File: src/sv/dbrb_pkg.sv
// ----------------------------------------------------------------------------
// DMA descriptor ring builder package
// Payload types, codes, sizing constants and address helper.
// ----------------------------------------------------------------------------
package dbrb_pkg;

  localparam int unsigned RING_ENTRIES = 256;
  localparam int unsigned MAX_CHUNKS   = 16;
  localparam int unsigned MAX_SIZE     = MAX_CHUNKS * 65536;
  localparam int unsigned QUEUE_DEPTH  = 2;

  localparam logic [9:0]  RING_N     = 10'(RING_ENTRIES);
  localparam logic [7:0]  SLOT_LAST  = 8'(RING_ENTRIES - 1);
  localparam logic [10:0] LEN_CAP    = 11'd1024;
  localparam logic [15:0] LEN_CAP_U  = 16'd1024;

  localparam logic [1:0] OUTCOME_OK      = 2'd0;
  localparam logic [1:0] OUTCOME_BUSY    = 2'd1;
  localparam logic [1:0] OUTCOME_INVALID = 2'd2;

  localparam logic [1:0] KIND_COPY   = 2'd0;
  localparam logic [1:0] KIND_STATUS = 2'd1;
  localparam logic [1:0] KIND_NONE   = 2'd2;

  localparam logic REG_RING_READY  = 1'b0;
  localparam logic REG_SYSTEM_BASE = 1'b1;

  typedef struct packed {
    logic [39:0] src_addr;
    logic        src_local;
    logic [39:0] dst_addr;
    logic        dst_local;
    logic [20:0] size_bytes;
    logic        want_interrupt;
    logic        want_notify;
    logic [39:0] notify_addr;
    logic        notify_local;
    logic [63:0] notify_data;
    logic [7:0]  ring_tail;
  } in_item_t;

  typedef struct packed {
    logic [1:0]  outcome;
    logic [1:0]  desc_kind;
    logic [39:0] desc_src;
    logic [39:0] desc_dst;
    logic [10:0] desc_length;
    logic        desc_interrupt;
    logic [63:0] desc_data;
    logic [7:0]  desc_slot;
    logic [7:0]  head_after;
    logic        last;
  } out_item_t;

  // classified request handed from front to back
  typedef struct packed {
    logic [1:0]  outcome;
    logic        no_desc;
    logic [5:0]  nchunks;
    logic        status;
    logic        intr;
    logic [39:0] src;
    logic [39:0] dst;
    logic [39:0] ntf_addr;
    logic [63:0] ntf_data;
    logic [15:0] units;
    logic [7:0]  slot;
    logic [7:0]  head_after;
  } cmd_t;

  function automatic logic [39:0] host_addr(input logic [39:0] addr,
                                            input logic        is_local,
                                            input logic [39:0] base);
    host_addr = is_local ? addr : addr + base;
  endfunction

endpackage

File: src/sv/dbrb_queue.sv
// ----------------------------------------------------------------------------
// DMA descriptor ring builder command queue
// Short FIFO of classified requests between front and back.
// ----------------------------------------------------------------------------
module dbrb_queue import dbrb_pkg::*; (
  input  logic clk,
  input  logic rst_n,
  input  logic push,
  input  cmd_t push_cmd,
  output logic full,
  input  logic pop,
  output logic not_empty,
  output cmd_t head_cmd
);

  localparam int unsigned PTR_W = $clog2(QUEUE_DEPTH);
  localparam int unsigned CNT_W = $clog2(QUEUE_DEPTH + 1);

  cmd_t             mem_r [QUEUE_DEPTH];
  logic [PTR_W-1:0] wr_ptr_r, wr_ptr_nxt;
  logic [PTR_W-1:0] rd_ptr_r, rd_ptr_nxt;
  logic [CNT_W-1:0] cnt_r, cnt_nxt;

  assign full      = (cnt_r == CNT_W'(QUEUE_DEPTH));
  assign not_empty = (cnt_r != '0);
  assign head_cmd  = mem_r[rd_ptr_r];

  always_comb begin
    wr_ptr_nxt = wr_ptr_r;
    rd_ptr_nxt = rd_ptr_r;
    cnt_nxt    = cnt_r;
    if (push) begin
      wr_ptr_nxt = (wr_ptr_r == PTR_W'(QUEUE_DEPTH - 1)) ? '0 : wr_ptr_r + 1'b1;
    end
    if (pop) begin
      rd_ptr_nxt = (rd_ptr_r == PTR_W'(QUEUE_DEPTH - 1)) ? '0 : rd_ptr_r + 1'b1;
    end
    if (push && !pop) begin
      cnt_nxt = cnt_r + 1'b1;
    end else if (pop && !push) begin
      cnt_nxt = cnt_r - 1'b1;
    end
  end

  always_ff @(posedge clk) begin
    if (!rst_n) begin
      wr_ptr_r <= '0;
      rd_ptr_r <= '0;
      cnt_r    <= '0;
    end else begin
      wr_ptr_r <= wr_ptr_nxt;
      rd_ptr_r <= rd_ptr_nxt;
      cnt_r    <= cnt_nxt;
    end
  end

  always_ff @(posedge clk) begin
    if (push) begin
      mem_r[wr_ptr_r] <= push_cmd;
    end
  end

endmodule

File: src/sv/dbrb_front.sv
// ----------------------------------------------------------------------------
// DMA descriptor ring builder front end
// Holds configuration and ring head, checks a request and classifies it.
// ----------------------------------------------------------------------------
module dbrb_front import dbrb_pkg::*; (
  input  logic        clk,
  input  logic        rst_n,
  input  logic        cfg_valid,
  input  logic        cfg_index,
  input  logic [39:0] cfg_data,
  input  logic        in_valid,
  output logic        in_ready,
  input  in_item_t    in_data,
  input  logic        q_full,
  output logic        q_push,
  output cmd_t        q_cmd
);

  logic        ring_ready_r;
  logic [39:0] system_base_r;
  logic [7:0]  head_r, head_nxt;

  logic [21:0] chunk_sum;
  logic [21:0] unit_sum;
  logic [5:0]  chunks;
  logic        status;
  logic [6:0]  ndesc;
  logic [9:0]  h10, t10, n10, wrap_sum;
  logic        too_big;
  logic        room;
  logic [1:0]  outcome;
  logic        accept;

  assign in_ready = !q_full;
  assign accept   = in_valid && in_ready;
  assign q_push   = accept;

  always_comb begin
    chunk_sum = {1'b0, in_data.size_bytes} + 22'd65535;
    unit_sum  = {1'b0, in_data.size_bytes} + 22'd63;
    chunks    = chunk_sum[21:16];
    status    = in_data.want_interrupt || in_data.want_notify;
    ndesc     = {1'b0, chunks} + 7'(status);
    too_big   = 32'(in_data.size_bytes) > MAX_SIZE;
    h10       = {2'b00, head_r};
    t10       = {2'b00, in_data.ring_tail};
    n10       = 10'(ndesc);
    priority if (h10 == t10) begin
      room = n10 < RING_N;
    end else if (h10 < t10) begin
      room = (t10 - h10) > n10;
    end else begin
      room = (RING_N - h10 + t10) > n10;
    end
    priority if (!ring_ready_r || too_big) begin
      outcome = OUTCOME_INVALID;
    end else if (!room) begin
      outcome = OUTCOME_BUSY;
    end else begin
      outcome = OUTCOME_OK;
    end
    wrap_sum = h10 + n10;
    if (wrap_sum >= RING_N) begin
      wrap_sum = wrap_sum - RING_N;
    end
    head_nxt = head_r;
    if (accept && outcome == OUTCOME_OK) begin
      head_nxt = wrap_sum[7:0];
    end

    q_cmd.outcome    = outcome;
    q_cmd.no_desc    = (outcome != OUTCOME_OK) || (ndesc == 7'd0);
    q_cmd.nchunks    = chunks;
    q_cmd.status     = status;
    q_cmd.intr       = in_data.want_interrupt;
    q_cmd.src        = host_addr(in_data.src_addr, in_data.src_local, system_base_r);
    q_cmd.dst        = host_addr(in_data.dst_addr, in_data.dst_local, system_base_r);
    q_cmd.ntf_addr   = host_addr(in_data.notify_addr, in_data.notify_local,
                                 system_base_r);
    q_cmd.ntf_data   = in_data.notify_data;
    q_cmd.units      = unit_sum[21:6];
    q_cmd.slot       = head_r;
    q_cmd.head_after = (outcome == OUTCOME_OK) ? wrap_sum[7:0] : head_r;
  end

  always_ff @(posedge clk) begin
    if (!rst_n) begin
      ring_ready_r  <= 1'b0;
      system_base_r <= '0;
      head_r        <= '0;
    end else begin
      head_r <= head_nxt;
      if (cfg_valid) begin
        unique case (cfg_index)
          REG_RING_READY:  ring_ready_r  <= cfg_data[0];
          REG_SYSTEM_BASE: system_base_r <= cfg_data;
          default:         ring_ready_r  <= ring_ready_r;
        endcase
      end
    end
  end

endmodule

File: src/sv/dbrb_back.sv
// ----------------------------------------------------------------------------
// DMA descriptor ring builder back end
// Walks a classified request and emits one descriptor result per transfer.
// ----------------------------------------------------------------------------
module dbrb_back import dbrb_pkg::*; (
  input  logic      clk,
  input  logic      rst_n,
  input  logic      q_not_empty,
  input  cmd_t      q_cmd,
  output logic      q_pop,
  output logic      out_valid,
  input  logic      out_ready,
  output out_item_t out_data
);

  logic        out_valid_r;
  out_item_t   out_data_r;
  logic [5:0]  cnt_r, cnt_nxt;
  logic [15:0] units_r, units_nxt;
  logic [7:0]  slot_r, slot_nxt;

  logic        emit;
  logic        first;
  logic [15:0] rem;
  logic [7:0]  slot;
  logic        is_copy;
  logic        last_c;
  logic [39:0] offset;
  out_item_t   item;

  assign out_valid = out_valid_r;
  assign out_data  = out_data_r;
  assign emit      = q_not_empty && (!out_valid_r || out_ready);
  assign q_pop     = emit && last_c;

  always_comb begin
    first   = (cnt_r == '0);
    rem     = first ? q_cmd.units : units_r;
    slot    = first ? q_cmd.slot : slot_r;
    is_copy = !q_cmd.no_desc && (cnt_r < q_cmd.nchunks);
    offset  = 40'(cnt_r) << 16;
    last_c  = q_cmd.no_desc || !is_copy ||
              ((cnt_r + 6'd1 == q_cmd.nchunks) && !q_cmd.status);

    item                = '0;
    item.outcome        = q_cmd.outcome;
    item.head_after     = q_cmd.head_after;
    item.last           = last_c;
    priority if (q_cmd.no_desc) begin
      item.desc_kind = KIND_NONE;
    end else if (is_copy) begin
      item.desc_kind   = KIND_COPY;
      item.desc_src    = q_cmd.src + offset;
      item.desc_dst    = q_cmd.dst + offset;
      item.desc_length = (rem > LEN_CAP_U) ? LEN_CAP : rem[10:0];
      item.desc_slot   = slot;
    end else begin
      item.desc_kind      = KIND_STATUS;
      item.desc_interrupt = q_cmd.intr;
      item.desc_dst       = q_cmd.intr ? '0 : q_cmd.ntf_addr;
      item.desc_data      = q_cmd.intr ? '0 : q_cmd.ntf_data;
      item.desc_slot      = slot;
    end

    cnt_nxt   = cnt_r;
    units_nxt = units_r;
    slot_nxt  = slot_r;
    if (emit) begin
      if (last_c) begin
        cnt_nxt = '0;
      end else begin
        cnt_nxt   = cnt_r + 6'd1;
        units_nxt = rem - LEN_CAP_U;
        slot_nxt  = (slot == SLOT_LAST) ? '0 : slot + 8'd1;
      end
    end
  end

  always_ff @(posedge clk) begin
    if (!rst_n) begin
      out_valid_r <= 1'b0;
      cnt_r       <= '0;
    end else begin
      cnt_r <= cnt_nxt;
      if (emit) begin
        out_valid_r <= 1'b1;
      end else if (out_ready) begin
        out_valid_r <= 1'b0;
      end
    end
  end

  always_ff @(posedge clk) begin
    units_r <= units_nxt;
    slot_r  <= slot_nxt;
    if (emit) begin
      out_data_r <= item;
    end
  end

endmodule

File: src/sv/dma_descriptor_ring_builder_unit.sv
// ----------------------------------------------------------------------------
// DMA descriptor ring builder
// Splits copy requests into 64 KiB ring descriptors plus an optional status.
// ----------------------------------------------------------------------------
// A request yields one result per descriptor (its chunks, then the status
// descriptor if asked for), or one kind-none result when it is invalid, busy
// or has nothing to write; the last result carries last=1 and every result of
// a request carries the head after that request. The back end emits one result
// per cycle when not stalled; a request yields max(1, chunks + status) results,
// at most 17. The front end checks room and advances the head in the cycle the
// request is taken, and a two-entry queue lets it take the next requests while
// the back end is still emitting. Configuration writes are always accepted.
module dma_descriptor_ring_builder_unit import dbrb_pkg::*; (
  input  logic        clk,
  input  logic        rst_n,
  input  logic        cfg_valid,
  output logic        cfg_ready,
  input  logic        cfg_index,
  input  logic [39:0] cfg_data,
  input  logic        in_valid,
  output logic        in_ready,
  input  in_item_t    in_data,
  output logic        out_valid,
  input  logic        out_ready,
  output out_item_t   out_data
);

  logic q_full;
  logic q_push;
  logic q_pop;
  logic q_not_empty;
  cmd_t q_in_cmd;
  cmd_t q_head_cmd;

  assign cfg_ready = 1'b1;

  dbrb_front u_front (
    .clk       (clk),
    .rst_n     (rst_n),
    .cfg_valid (cfg_valid),
    .cfg_index (cfg_index),
    .cfg_data  (cfg_data),
    .in_valid  (in_valid),
    .in_ready  (in_ready),
    .in_data   (in_data),
    .q_full    (q_full),
    .q_push    (q_push),
    .q_cmd     (q_in_cmd)
  );

  dbrb_queue u_queue (
    .clk       (clk),
    .rst_n     (rst_n),
    .push      (q_push),
    .push_cmd  (q_in_cmd),
    .full      (q_full),
    .pop       (q_pop),
    .not_empty (q_not_empty),
    .head_cmd  (q_head_cmd)
  );

  dbrb_back u_back (
    .clk         (clk),
    .rst_n       (rst_n),
    .q_not_empty (q_not_empty),
    .q_cmd       (q_head_cmd),
    .q_pop       (q_pop),
    .out_valid   (out_valid),
    .out_ready   (out_ready),
    .out_data    (out_data)
  );

endmodule

File: config.mk
export PLATFORM = sky130hd
export DESIGN_NAME = dma_descriptor_ring_builder_unit
export DESIGN_NICKNAME = d
export VERILOG_FILES = /design/src/sv/dbrb_pkg.sv /design/src/sv/dbrb_queue.sv /design/src/sv/dbrb_front.sv /design/src/sv/dbrb_back.sv /design/src/sv/dma_descriptor_ring_builder_unit.sv
export SDC_FILE = /design/constraint.sdc
export NUM_CORES = 1
export LEC_CHECK = 0
export ABC_AREA = 0
export ABC_CLOCK_PERIOD_IN_PS = 15570
export BUFFER_PORTS_ARGS = -buffer_cell sky130_fd_sc_hd__buf_2
export CAP_MARGIN = 15
export CORE_MARGIN = 8
export CORE_UTILIZATION = 37
export DETAILED_ROUTE_END_ITERATION = 10
export SLEW_MARGIN = 15
export SYNTH_ARGS = -nofsm -noshare
export SYNTH_HDL_FRONTEND = slang
export SYNTH_SLANG_ARGS = --single-unit
File: constraint.sdc
create_clock -name clk -period 15.57 [get_ports clk]
set_input_delay 2.3355 -clock clk [delete_from_list [all_inputs] [get_ports clk]]
set_output_delay 2.3355 -clock clk [all_outputs]
set_load 0.005 [all_outputs]
# Yosys cells after proc, flatten, opt, wreduce, memory -nomap -nowiden
# Memory sizes are Yosys's and may differ from the RTL's. A register that Yosys moved wholly into a read port is not among the register bits.
# Index checks and enable logic that the tools add are counted.
# op_classes
muxes	26
n_bitwise	3
n_lt_le_gt_ge	7
reduce_logical	36
n_addsub	20
eq_ne	4
# op_table
operator	n
2-to-1 mux 40 bit	5
adder 40 bit	3
adder 40 x 22 -> 40 bit	2
2-to-1 mux 8 bit	3
adder 21 x 16 -> 22 bit (second input constant)	1
adder 21 x 6 -> 22 bit (second input constant)	1
greater-than comparator 21 bit (second input constant)	1
greater-than comparator 10 x 7 -> 1 bit	2
greater-than comparator 16 x 11 -> 1 bit (second input constant)	1
2-to-1 mux 16 bit	1
subtractor 16 x 11 -> 16 bit (second input constant)	1
2-to-1 mux 1 bit	12
2-to-1 mux 11 bit	1
adder 10 x 8 -> 10 bit	1
subtractor 9 x 8 -> 10 bit (first input constant)	1
adder 8 x 7 -> 9 bit	1
>= comparator 9 bit (second input constant)	1
subtractor 8 x 8 -> 9 bit	1
adder 8 x 1 -> 8 bit (second input constant)	1
== test 8 bit	1
== test 8 bit (second input constant)	1
logical AND 1 bit	8
logical NOT 1 bit	8
< comparator 8 bit	1
other kinds (20)	37
# totals
in_bits	264
ff_bits	261
ramBits	454
word_cells	118
out_inout_bits	180
mem_count	1
# memory_table
name	words	word_bits	read_ports	rd_clocked_by_memory_dff	wr	line_no	rtl
u_queue.mem_r	2	227	1	1	1	dbrb_queue.sv:19	cmd_t mem_r [QUEUE_DEPTH];

# Depth between registers and ports, before layout
# Gate-level depths: netlist of the first run.
# depth
word_depth	9
depth_mapped	22
ltp_nobuf	18

# Modules after synthesis
# Synthesis of the first run repeated with hierarchy kept, for this count alone.
# hier_totals
cells_unflattened	3092
hier_area_um2	37548.5
# by_module_without_submodules
mod	n_inst	seq_area_each_um2	cells_per_inst	area_each_um2
dbrb_queue	1	13733.2	728	16698.5
dbrb_front	1	980.9	1591	10985.5
dbrb_back	1	6175.9	771	9853.2
dma_descriptor_ring_builder_unit	1	0.0	2	11.3

# Worst setup path after synthesis of the first run
# Ideal clock, no wire load.
# synth_timing
path_type	input -> register
from	input in_valid
to	register u_queue.wr_ptr_r
setup_slack_ns	2.871
n_path_buf	0
t_required_ns	15.468
t_arrival_ns	12.596
cell_stages	3
setup_ns	0.102
path_cell_list	nand2_1 nor2_1 o21a_1
# synth_between
elab_chain_cells	1
# synth_rtl
element	line_no	rtl
start: declaration	dma_descriptor_ring_builder_unit.sv:20	input logic in_valid,
logical AND 1 bit	dbrb_front.sv:35	assign accept = in_valid && in_ready;
end signal: assignment	dbrb_queue.sv:51	wr_ptr_r <= wr_ptr_nxt;
end: declaration	dbrb_queue.sv:20	logic [PTR_W-1:0] wr_ptr_r, wr_ptr_nxt;
# Every way passes these cells.
# A chain may end at the register's enable or synchronous reset.

==> results of run 1 <==
## cells by family after synthesis
logic type	after synthesis
AND/OR/NAND/NOR	798
flip-flops	716
AO/OA/AOI/OAI	663
multiplexers	242
buffers and inverters	207
XOR/XNOR	195
adder cells (fa/ha/maj)	175
other	2
## sequential cells by signal, indices dropped and copies added (netlist names), named ones only
name	count
u_queue.cnt_r	2
u_queue.rd_ptr_r	1
u_front.system_base_r	40
u_back.cnt_r	6
u_queue.mem_r	454
u_front.head_r	8
u_back.units_r	16
u_queue.wr_ptr_r	1
u_front.ring_ready_r	1
u_back.out_data	177
u_back.slot_r	8
u_back.out_valid	1
## power by group
group	internal [W]	leakage [nW]	total [W]	switching, W
combinational	0.000480	8.21	0.00134	0.000856
sequential	0.00258	6.71	0.00271	0.000128
clock	0.00114	1.29	0.00192	0.000776
total	0.00420	16.2	0.00596	0.00176
## worst max-delay path, cell delays in order
cell,delay [ns]
buf_2,0.14
nor4_4,0.29
nand3_2,0.24
nor2_1,0.19
nor2_1,0.09
nor2_1,0.24
ha_1,0.31
nor2_1,0.11
o21a_1,0.18
nor2_1,0.19
inv_1,0.08
ha_1,0.33
a41oi_1,0.20
o31ai_2,0.13
a2111oi_2,0.42
o31ai_4,0.15
o21ai_4,0.38
mux2_4,0.35
## cell usage in the layout, fill, tap and decap left out, types with 44 or more instances in the layout
cell type | Yosys | final
o21ai_0 | 187 | 187
dfxtp_1 | 61 | 60
mux2_2 | 44 | 44
inv_1 | 88 | 88
edfxtp_1 | 655 | 655
mux2i_1 | 192 | 191
a21oi_1 | 143 | 142
ha_1 | 162 | 162
clkbuf_16 | 0 | 81
nand2_1 | 312 | 311
xor2_1 | 85 | 85
nor3_1 | 47 | 47
a21boi_0 | 47 | 47
xnor2_1 | 109 | 109
nor2_1 | 223 | 221
buf_2 | 25 | 442
a21o_1 | 67 | 67
## layer usage
layer	vias to the layer above	GRT usage	wire, um
met3	153	0.0406	8070
li1	12020	-	-
met1	12022	0.253	45700
met4	20	0.0615	2740
met5	-	0	128
met2	686	0.295	47800
## path summary, 6_finish.rpt
path,from,end,cells after the start
setup / recovery,in_data[126],u_queue.mem_r[1][0],18
hold / removal,u_queue.mem_r[0][95],u_back.out_data[80],2
setup reg to reg,register,u_queue.cnt_r[1],14
hold reg to reg,u_queue.mem_r[0][95],u_back.out_data[80],2
## metrics by stage
step                      instance area [sq um]  setup slack [ns]  total power, W  hold WS [ns]  utilization
after CTS                                 42300              9.64         0.00607         0.554        0.438
after detailed placement                  39700              8.97         0.00412         0.544        0.410
final                                     42400              9.57         0.00596         0.555        0.438
after global placement                    39700              9.11         0.00411         0.518        0.410
after global routing                      42400              9.29         0.00627         0.578        0.438
after floorplan                           36100              2.87         0.00362         0.477            -
## area by class of cell
class | instances | area [sq um]
Antenna cell | 19 | 47.5
Clock buffer | 99 | 2120
Clock inverter | 49 | 538
Fill cell | 8996 | 54300
Inverter | 89 | 342
Multi-Input combinational cell | 2076 | 14400
Sequential cell | 716 | 20900
Tap cell | 1276 | 1600
Timing Repair Buffer | 466 | 2420
==> impl_metrics.yaml, run 1 <==
synthesis:
  synthMuxAreaShare: 0.0695
  synth_area_leaders: "edfxtp_1 55%, ha_1 5.6%, mux2i_1 5.3%"
  async_reset_ff_frac: 0
  synth_xor_area_frac: 0.0475
  synth_commonest_cells: "655 x edfxtp_1, 312 x nand2_1, 223 x nor2_1, 192 x mux2i_1, 187 x o21ai_0"
  syn-cell-area_sq_um: 36100
  seq_area_frac_synth: 0.579
  synth.most_common_cell: "edfxtp_1"
  synth-edff-count: 655
  ys_ff_latch: 716
  synth_top_family_by_area: "compound AO/OA/AOI/OAI gates"
  yosys.area.top_type_share: 0.545
  syn_inst: 2998
  synthAdderAreaFrac: 0.0617
  synth.largest_area_cell: "edfxtp_1"
  synth_area_per_cell_sq_um: 12.0
  yosysWarnings: 0
  synth-main-ff-cell: "edfxtp_1"
  yosysUniqueCellTypes: 94
  synth_compound_area_frac: 0.117
  synthSimpleGateAreaFrac: 0.102
clocking:
  clock_path_buffers: 3
  cts_tree: "built"
  cts_resized: 0
  htreeDepth: 3
  cts_buffers: 80
  clk_pin_slew_ns: 0.06
  ctsHoldBuffers: 0
  post_cts_buffers: 0
  cts.sinks: 716
  clk_latency_ns: 0.63
  root_buffer: "clkbuf_16"
sta:
  finClkSkew_ns: 0.0209
  setup-tns-final_ns: 0
  worst_pin_slew_ns: 1.06
  period_needed_ns: 6.00
  finalHoldViolations: 0
  maxSlewViolCount: 0
  slew_headroom: 0.275
  max_freq_ghz: 0.167
  setup_viol: 0
  period_share: 0.385
  rsz0062_at_grt: "false"
route:
  drt_pass1_iterations: 5
  routed_wl_um: 104000
  vias: 24901
  ant_nets: 0
  via_per_inst: 5.20
  drtIter0Drc: 2057
  wl_per_cell_um: 21.8
  drcViolationCount: 0
pwr:
  leakagePower_nw: 16.2
  cellPowerDensity_nw_per_um2: 141
  peakVddDrop_v: 0.000165
critical_path:
  critPathKind: "in2reg"
  critPathLaunchType: "input pin"
  path_max_fanout: 7
  required_ns: 15.93
  crit_path_end_kind: "register"
  cp_data_arrival_time_ns: 6.36
  r2r_slack_ns: 10.61
grt:
  grt_pass1_wl_um: 152000
  overflow: 0
  grt_max_degree: 150
  grt_use_total: 0.186
  grt_antenna_before_repair: 42
  grt_pass1_vias: 23884
placement:
  gp_congestion: 0.860
  dpl.cell_count: 4623
  portBuffers: 442
  hpwl_um: 76100
floorplan:
  die_h_um: 328
  io_pins: 444
  core-area_sq_um: 96700
  num_rows: 114
  die_x_um: 328
  initial_core_util: 0.373
  dieArea_sq_um: 108000
final_layout:
  area_growth_pct: 17.5
  instances_no_fill: 4790
  drive_gt1_frac: 0.195
  nets: 3862
min_path:
  min_path_type: "reg2reg"
run:
  maxCapViolCount: 0
run_status:
  status: "completed"
(Power assumes the default switching activity.)
==> run 2: changes to the inputs <==
--- a/config.mk
+++ b/config.mk
@@ -5,8 +5,8 @@
 export SDC_FILE = /design/constraint.sdc
 export NUM_CORES = 1
 export LEC_CHECK = 0
-export ABC_AREA = 0
-export ABC_CLOCK_PERIOD_IN_PS = 15570
+export ABC_AREA = 1
+export ABC_CLOCK_PERIOD_IN_PS = 6150
 export BUFFER_PORTS_ARGS = -buffer_cell sky130_fd_sc_hd__buf_2
 export CAP_MARGIN = 15
 export CORE_MARGIN = 8
==> constraint.sdc (replaced) <==
create_clock -name clk -period 6.15 [get_ports clk]
set_input_delay 0.9225 -clock clk [delete_from_list [all_inputs] [get_ports clk]]
set_output_delay 0.9225 -clock clk [all_outputs]
set_load 0.005 [all_outputs]
==> run 2 against run 1 <==
- synthesized area rose by 3.5%
- final cell count rose by 20%
- routed wire length rose by 15%
- combinational power rose to 3.4 times the previous value
- clock skew rose by 0.010 ns
- die area rose by 3.4%
- critical path type is now reg2reg
- non-clock buffer count rose by 10
- clock power rose to 2.6 times the previous value
- sequential power rose to 2.7 times the previous value
==> impl_metrics.yaml, run 2 <==
placement:
  portBuffers: 442
  hpwl_um: 91000
  gp_congestion: 0.947
floorplan:
  core-area_sq_um: 100000
  die_x_um: 334
  die_h_um: 334
  dieArea_sq_um: 111000
  io_pins: 444
  num_rows: 116
  initial_core_util: 0.373
synthesis:
  yosys.area.top_type_share: 0.526
  yosysUniqueCellTypes: 60
  synth_area_leaders: "edfxtp_1 53%, nand2_1 9.3%, ha_1 5.4%"
  synth_commonest_cells: "930 x nand2_1, 655 x edfxtp_1, 389 x nor2_1, 367 x inv_1, 334 x a21oi_1"
  yosysWarnings: 0
  syn_inst: 3946
  async_reset_ff_frac: 0
  synth.largest_area_cell: "edfxtp_1"
  ys_ff_latch: 716
  synth.most_common_cell: "nand2_1"
  synth-edff-count: 655
  synth_area_per_cell_sq_um: 9.47
  syn-cell-area_sq_um: 37400
  synth-main-ff-cell: "edfxtp_1"
  seq_area_frac_synth: 0.559
final_layout:
  fin_util: 0.438
  regArea_sq_um: 20900
  nets: 4825
  layout_common_cells: "929 x nand2_1, 655 x edfxtp_1, 442 x buf_2"
  drive_gt1_frac: 0.178
  largest_register_ffs: 454
  multi_input_area_sq_um: 14600
  final_common_cell: "nand2_1"
  area_growth_pct: 17.4
  fill_cells: 9643
  top_register: "u_queue.mem_r"
pwr:
  pwr-share-comb: 0.271
  peakVddDrop_v: 0.000339
  p_sw_w: 0.00556
  seq_power_share: 0.433
  switching_share: 0.331
  p_int_w: 0.0113
  p_clk_frac: 0.296
  leakagePower_nw: 18.4
  cellPowerDensity_nw_per_um2: 384
critical_path:
  critPathLaunchType: "register"
  crit_buf_inv: 2
  slowest_stage: "buf_4"
  path_max_fanout: 71
  required_ns: 6.55
  critPathKind: "reg2reg"
  cp_slowest_stage_delay_ns: 0.82
  crit_path_end_kind: "register"
  crit_chain: "buf_4 > o21ai_0 > inv_1 > ha_1 > a21oi_1 > nand2_1 > a21o_1 > nand2_1 > a21boi_1 > nor2_1 > nor2_1 > nand3_1 > or2_2 > nor2_1 > nand4_1 > nor2_1 > nand2_1 > nand2_1 > nor2_1"
  crit_top_cell: "nor2_1"
  cp_data_arrival_time_ns: 4.69
  path_delay_family: "simple AND/OR/NAND/NOR gates"
sta:
  setup-tns-final_ns: 0
  max_freq_ghz: 0.233
  maxSlewViolCount: 0
  period_share: 0.697
  rsz0062_at_grt: "false"
  slew_headroom: 0.261
  finClkSkew_ns: 0.0310
  finalHoldViolations: 0
  setup_viol: 0
  worst_pin_slew_ns: 1.11
  period_needed_ns: 4.29
clocking:
  ctsHoldBuffers: 0
  root_buffer: "clkbuf_16"
  clk_pin_slew_ns: 0.06
  cts.sinks: 716
  htreeDepth: 3
  clock_path_buffers: 3
  cts_resized: 0
  cts_buffers: 80
  post_cts_buffers: 0
  cts_tree: "built"
  clk_latency_ns: 0.65
run:
  maxCapViolCount: 0
route:
  via_per_inst: 5.05
  routed_wl_um: 120000
  drcViolationCount: 0
  ant_nets: 0
  vias: 29070
  drtIter0Drc: 2044
  drt_pass1_iterations: 6
  wl_per_cell_um: 20.8
grt:
  grt_antenna_before_repair: 19
  grt_pass1_vias: 28202
  grt_pass1_wl_um: 176000
  grt_use_total: 0.207
  grt_max_degree: 138
  overflow: 0
min_path:
  min_path_type: "reg2reg"
run_status:
  status: "completed"
## run 2: cell count changes after synthesis, sizes merged, moves of 50 or more
cell and change:
nand2 +637, inv +285, a21oi +190, nor2 +174, mux2i -157, or2 +120
nand3 +118, xnor2 -77, a21o -61, mux2 -50
## run 2: cells by family (layout without fill, tap and decap cells)
group,after synthesis,in the layout,synth area share
compound gates,727,727,0.107
xor+xnor,79,79,0.0185
fa+ha+maj,169,169,0.0580
buf+inv,490,1000,0.0503
flops,716,716,0.559
mux,35,35,0.00938
other cells,2,9,0.000201
simple gates,1728,1728,0.197
## run 2: worst paths after layout
check	cells past startpoint	startpoint	slack [ns]	to
setup / recovery	19	register	1.86	u_back.out_data[166]
hold / removal	1	u_queue.rd_ptr_r	0.45	u_queue.rd_ptr_r
hold reg to reg	1	u_queue.rd_ptr_r	0.45	u_queue.rd_ptr_r
setup reg to reg	19	register	1.86	u_back.out_data[166]
## run 2: routing by layer
metal,wire (um),track usage,vias to the layer above,part of all wire
met1,53800,0.279,13668,0.45
met5,22,0,-,0.00018
li1,-,-,14427,-
met3,7450,0.0401,155,0.062
met4,3570,0.0600,4,0.030
met2,54900,0.338,816,0.46
## run 2: power groups by stage
stage | Sequential (W) | Combinational (W) | Clock [W]
after detailed placement | 0.00739 | 0.00462 | 0
final | 0.00728 | 0.00456 | 0.00498
after global placement | 0.00738 | 0.00459 | 0
after CTS | 0.00730 | 0.00464 | 0.00510
after floorplan | 0.00742 | 0.00255 | 0
after global routing | 0.00739 | 0.00506 | 0.00527
## run 2: cell type report
class                           count  area share
Sequential cell                   716       0.476
Timing Repair Buffer              476      0.0574
Tap cell                         1298      0.0370
Clock inverter                     49      0.0142
Clock buffer                       98      0.0484
Multi-Input combinational cell   2741       0.334
Antenna cell                        6    0.000342
Inverter                          377      0.0324
## run 2: metrics by stage
| stage | std cells | power [W] | hold slack, ns | setup WS (ns) | instance area [sq um] |
|---|---|---|---|---|---|
| after global routing | 5755 | 0.0177 | 0.416 | 1.37 | 43800 |
| after CTS | 5755 | 0.0170 | 0.402 | 1.85 | 43800 |
| final | 5761 | 0.0168 | 0.454 | 1.86 | 43900 |
| after floorplan | 3947 | 0.00996 | 0.426 | -1.28 | 37400 |
| after global placement | 5608 | 0.0120 | 0.435 | 1.89 | 41100 |
| after detailed placement | 5608 | 0.0120 | 0.443 | 1.82 | 41100 |
==> run 3: changes to the inputs <==
--- a/config.mk
+++ b/config.mk
@@ -5,8 +5,8 @@
 export SDC_FILE = /design/constraint.sdc
 export NUM_CORES = 1
 export LEC_CHECK = 0
-export ABC_AREA = 1
-export ABC_CLOCK_PERIOD_IN_PS = 6150
+export ABC_AREA = 0
+export ABC_CLOCK_PERIOD_IN_PS = 4390
 export BUFFER_PORTS_ARGS = -buffer_cell sky130_fd_sc_hd__buf_2
 export CAP_MARGIN = 15
 export CORE_MARGIN = 8
==> constraint.sdc (replaced) <==
create_clock -name clk -period 4.39 [get_ports clk]
set_input_delay 0.6585 -clock clk [delete_from_list [all_inputs] [get_ports clk]]
set_output_delay 0.6585 -clock clk [all_outputs]
set_load 0.005 [all_outputs]
==> run 3 against run 2 <==
- clock skew is 0.012 ns lower
- combinational power up 7.2%
- total power increased by 26%
- count of clock-buffer cells in the layout increased by 9
- register-to-register slack got worse by 1.3 ns
- flip-flop and latch count is the same
- critical path type is now in2reg
- highest routed layer unchanged
==> impl_metrics.yaml, run 3 (synthesis gave the netlist of run 1 again) <==
run_status:
  status: "completed"
floorplan:
  core-area_sq_um: 96700
  initial_core_util: 0.373
  die_h_um: 328
  num_rows: 114
  dieArea_sq_um: 108000
  io_pins: 444
  die_x_um: 328
placement:
  portBuffers: 442
  gp_congestion: 0.884
  hpwl_um: 79100
  place_area_sq_um: 40300
  dpl.cell_count: 4695
critical_path:
  critPathKind: "in2reg"
  crit_path_end_kind: "register"
  r2r_slack_ns: 0.54
  required_ns: 4.74
  cp_data_arrival_time_ns: 4.32
  critPathLaunchType: "input pin"
  path_max_fanout: 4
sta:
  maxSlewViolCount: 0
  worst_pin_slew_ns: 1.01
  period_needed_ns: 3.97
  period_share: 0.904
  max_freq_ghz: 0.252
  setup-tns-final_ns: 0
  timing.hold.ws_ns: 0.237
  finClkSkew_ns: 0.0192
  slew_headroom: 0.327
  setup_viol: 0
  rsz0062_at_grt: "false"
  finalHoldViolations: 0
clocking:
  clock_path_buffers: 3
  cts_buffers: 79
  ctsHoldBuffers: 0
  cts.sinks: 716
  cts_resized: 0
  root_buffer: "clkbuf_16"
  post_cts_buffers: 0
  cts_tree: "built"
  htreeDepth: 3
  clk_latency_ns: 0.62
  clk_pin_slew_ns: 0.06
min_path:
  min_path_type: "in2reg"
route:
  drtIter0Drc: 1846
  ant_nets: 0
  met2_length_um: 48800
  top_layer_used: "met5"
  met3_length_um: 8060
  drt_pass1_iterations: 5
  wl_per_cell_um: 21.9
  via_per_inst: 5.19
  vias: 25226
  routed_wl_um: 106000
  drt-met1-wl_um: 46700
  drcViolationCount: 0
final_layout:
  top_register: "u_queue.mem_r"
  multi_input_area_sq_um: 14400
  fill_cells: 8995
  instances_no_fill: 4856
  nets: 3933
  area_growth_pct: 19.1
  design_area_sq_um: 43000
  fin_util: 0.444
  final_common_cell: "edfxtp_1"
  drive_gt1_frac: 0.210
  regArea_sq_um: 20900
  largest_register_ffs: 454
  layout_common_cells: "655 x edfxtp_1, 442 x buf_2, 309 x nand2_1"
grt:
  grt_max_degree: 97
  grt_use_total: 0.189
  overflow: 0
  grt_antenna_before_repair: 38
  grt_pass1_wl_um: 154000
  grt_pass1_vias: 24369
pwr:
  leakagePower_nw: 16.6
  cellPowerDensity_nw_per_um2: 491
  peakVddDrop_v: 0.000364
run:
  maxCapViolCount: 0
run 3: worst paths after layout:
kind / startpoint / cells after the start / end
max reg2reg: register / 13 / u_back.out_data[131]
max: in_data[125] / 18 / u_queue.mem_r[1][7]
min reg2reg: u_front.system_base_r[0] / 2 / u_front.system_base_r[0]
min: in_data[17] / 1 / u_queue.mem_r[0][41]
run 3: layout make-up:
class | count | area share
flip-flops and latches | 716 | 0.486
clock buffers | 107 | 0.0514
multi-input cells | 2076 | 0.336
inverters | 89 | 0.00795
well taps | 1276 | 0.0372
clock inverters | 39 | 0.00909
repair buffers | 538 | 0.0709
diodes | 15 | 0.000874
run 3: metal layers:
metal | GRT usage | vias to the layer above
li1 | - | 12157
met1 | 0.252 | 12157
met2 | 0.302 | 729
met3 | 0.0466 | 159
met4 | 0.0582 | 24
met5 | 0 | -
run 3: critical path, cell delays in order:
cell and delay, ns:
buf_2 0.11, nor4_2 0.29, nand3_2 0.17, nor2_1 0.16, nor2_1 0.07, nor2_1 0.22
ha_1 0.28, xor2_1 0.21, inv_1 0.11, ha_1 0.29, a21o_1 0.16, a21oi_1 0.14
inv_1 0.08, maj3_1 0.36, maj3_1 0.39, a31oi_1 0.22, xnor2_1 0.11, mux2_4 0.29
run 3: stage by stage:
step | setup WS [ns] | total power (W)
3_3_place_gp | -0.160 | 0.0146
3_5_place_dp | -0.220 | 0.0147
5_1_grt | 0.0564 | 0.0221
4_1_cts | 0.427 | 0.0214
2_1_floorplan | -0.0953 | 0.0126
6_report | 0.422 | 0.0211
run 3: power breakdown:
part | switching [W] | leakage (nW) | total (W) | internal [W]
Clock | 0.00275 | 1.26 | 0.00665 | 0.00391
Sequential | 0.000433 | 6.71 | 0.00957 | 0.00913
Combinational | 0.00309 | 8.59 | 0.00489 | 0.00180
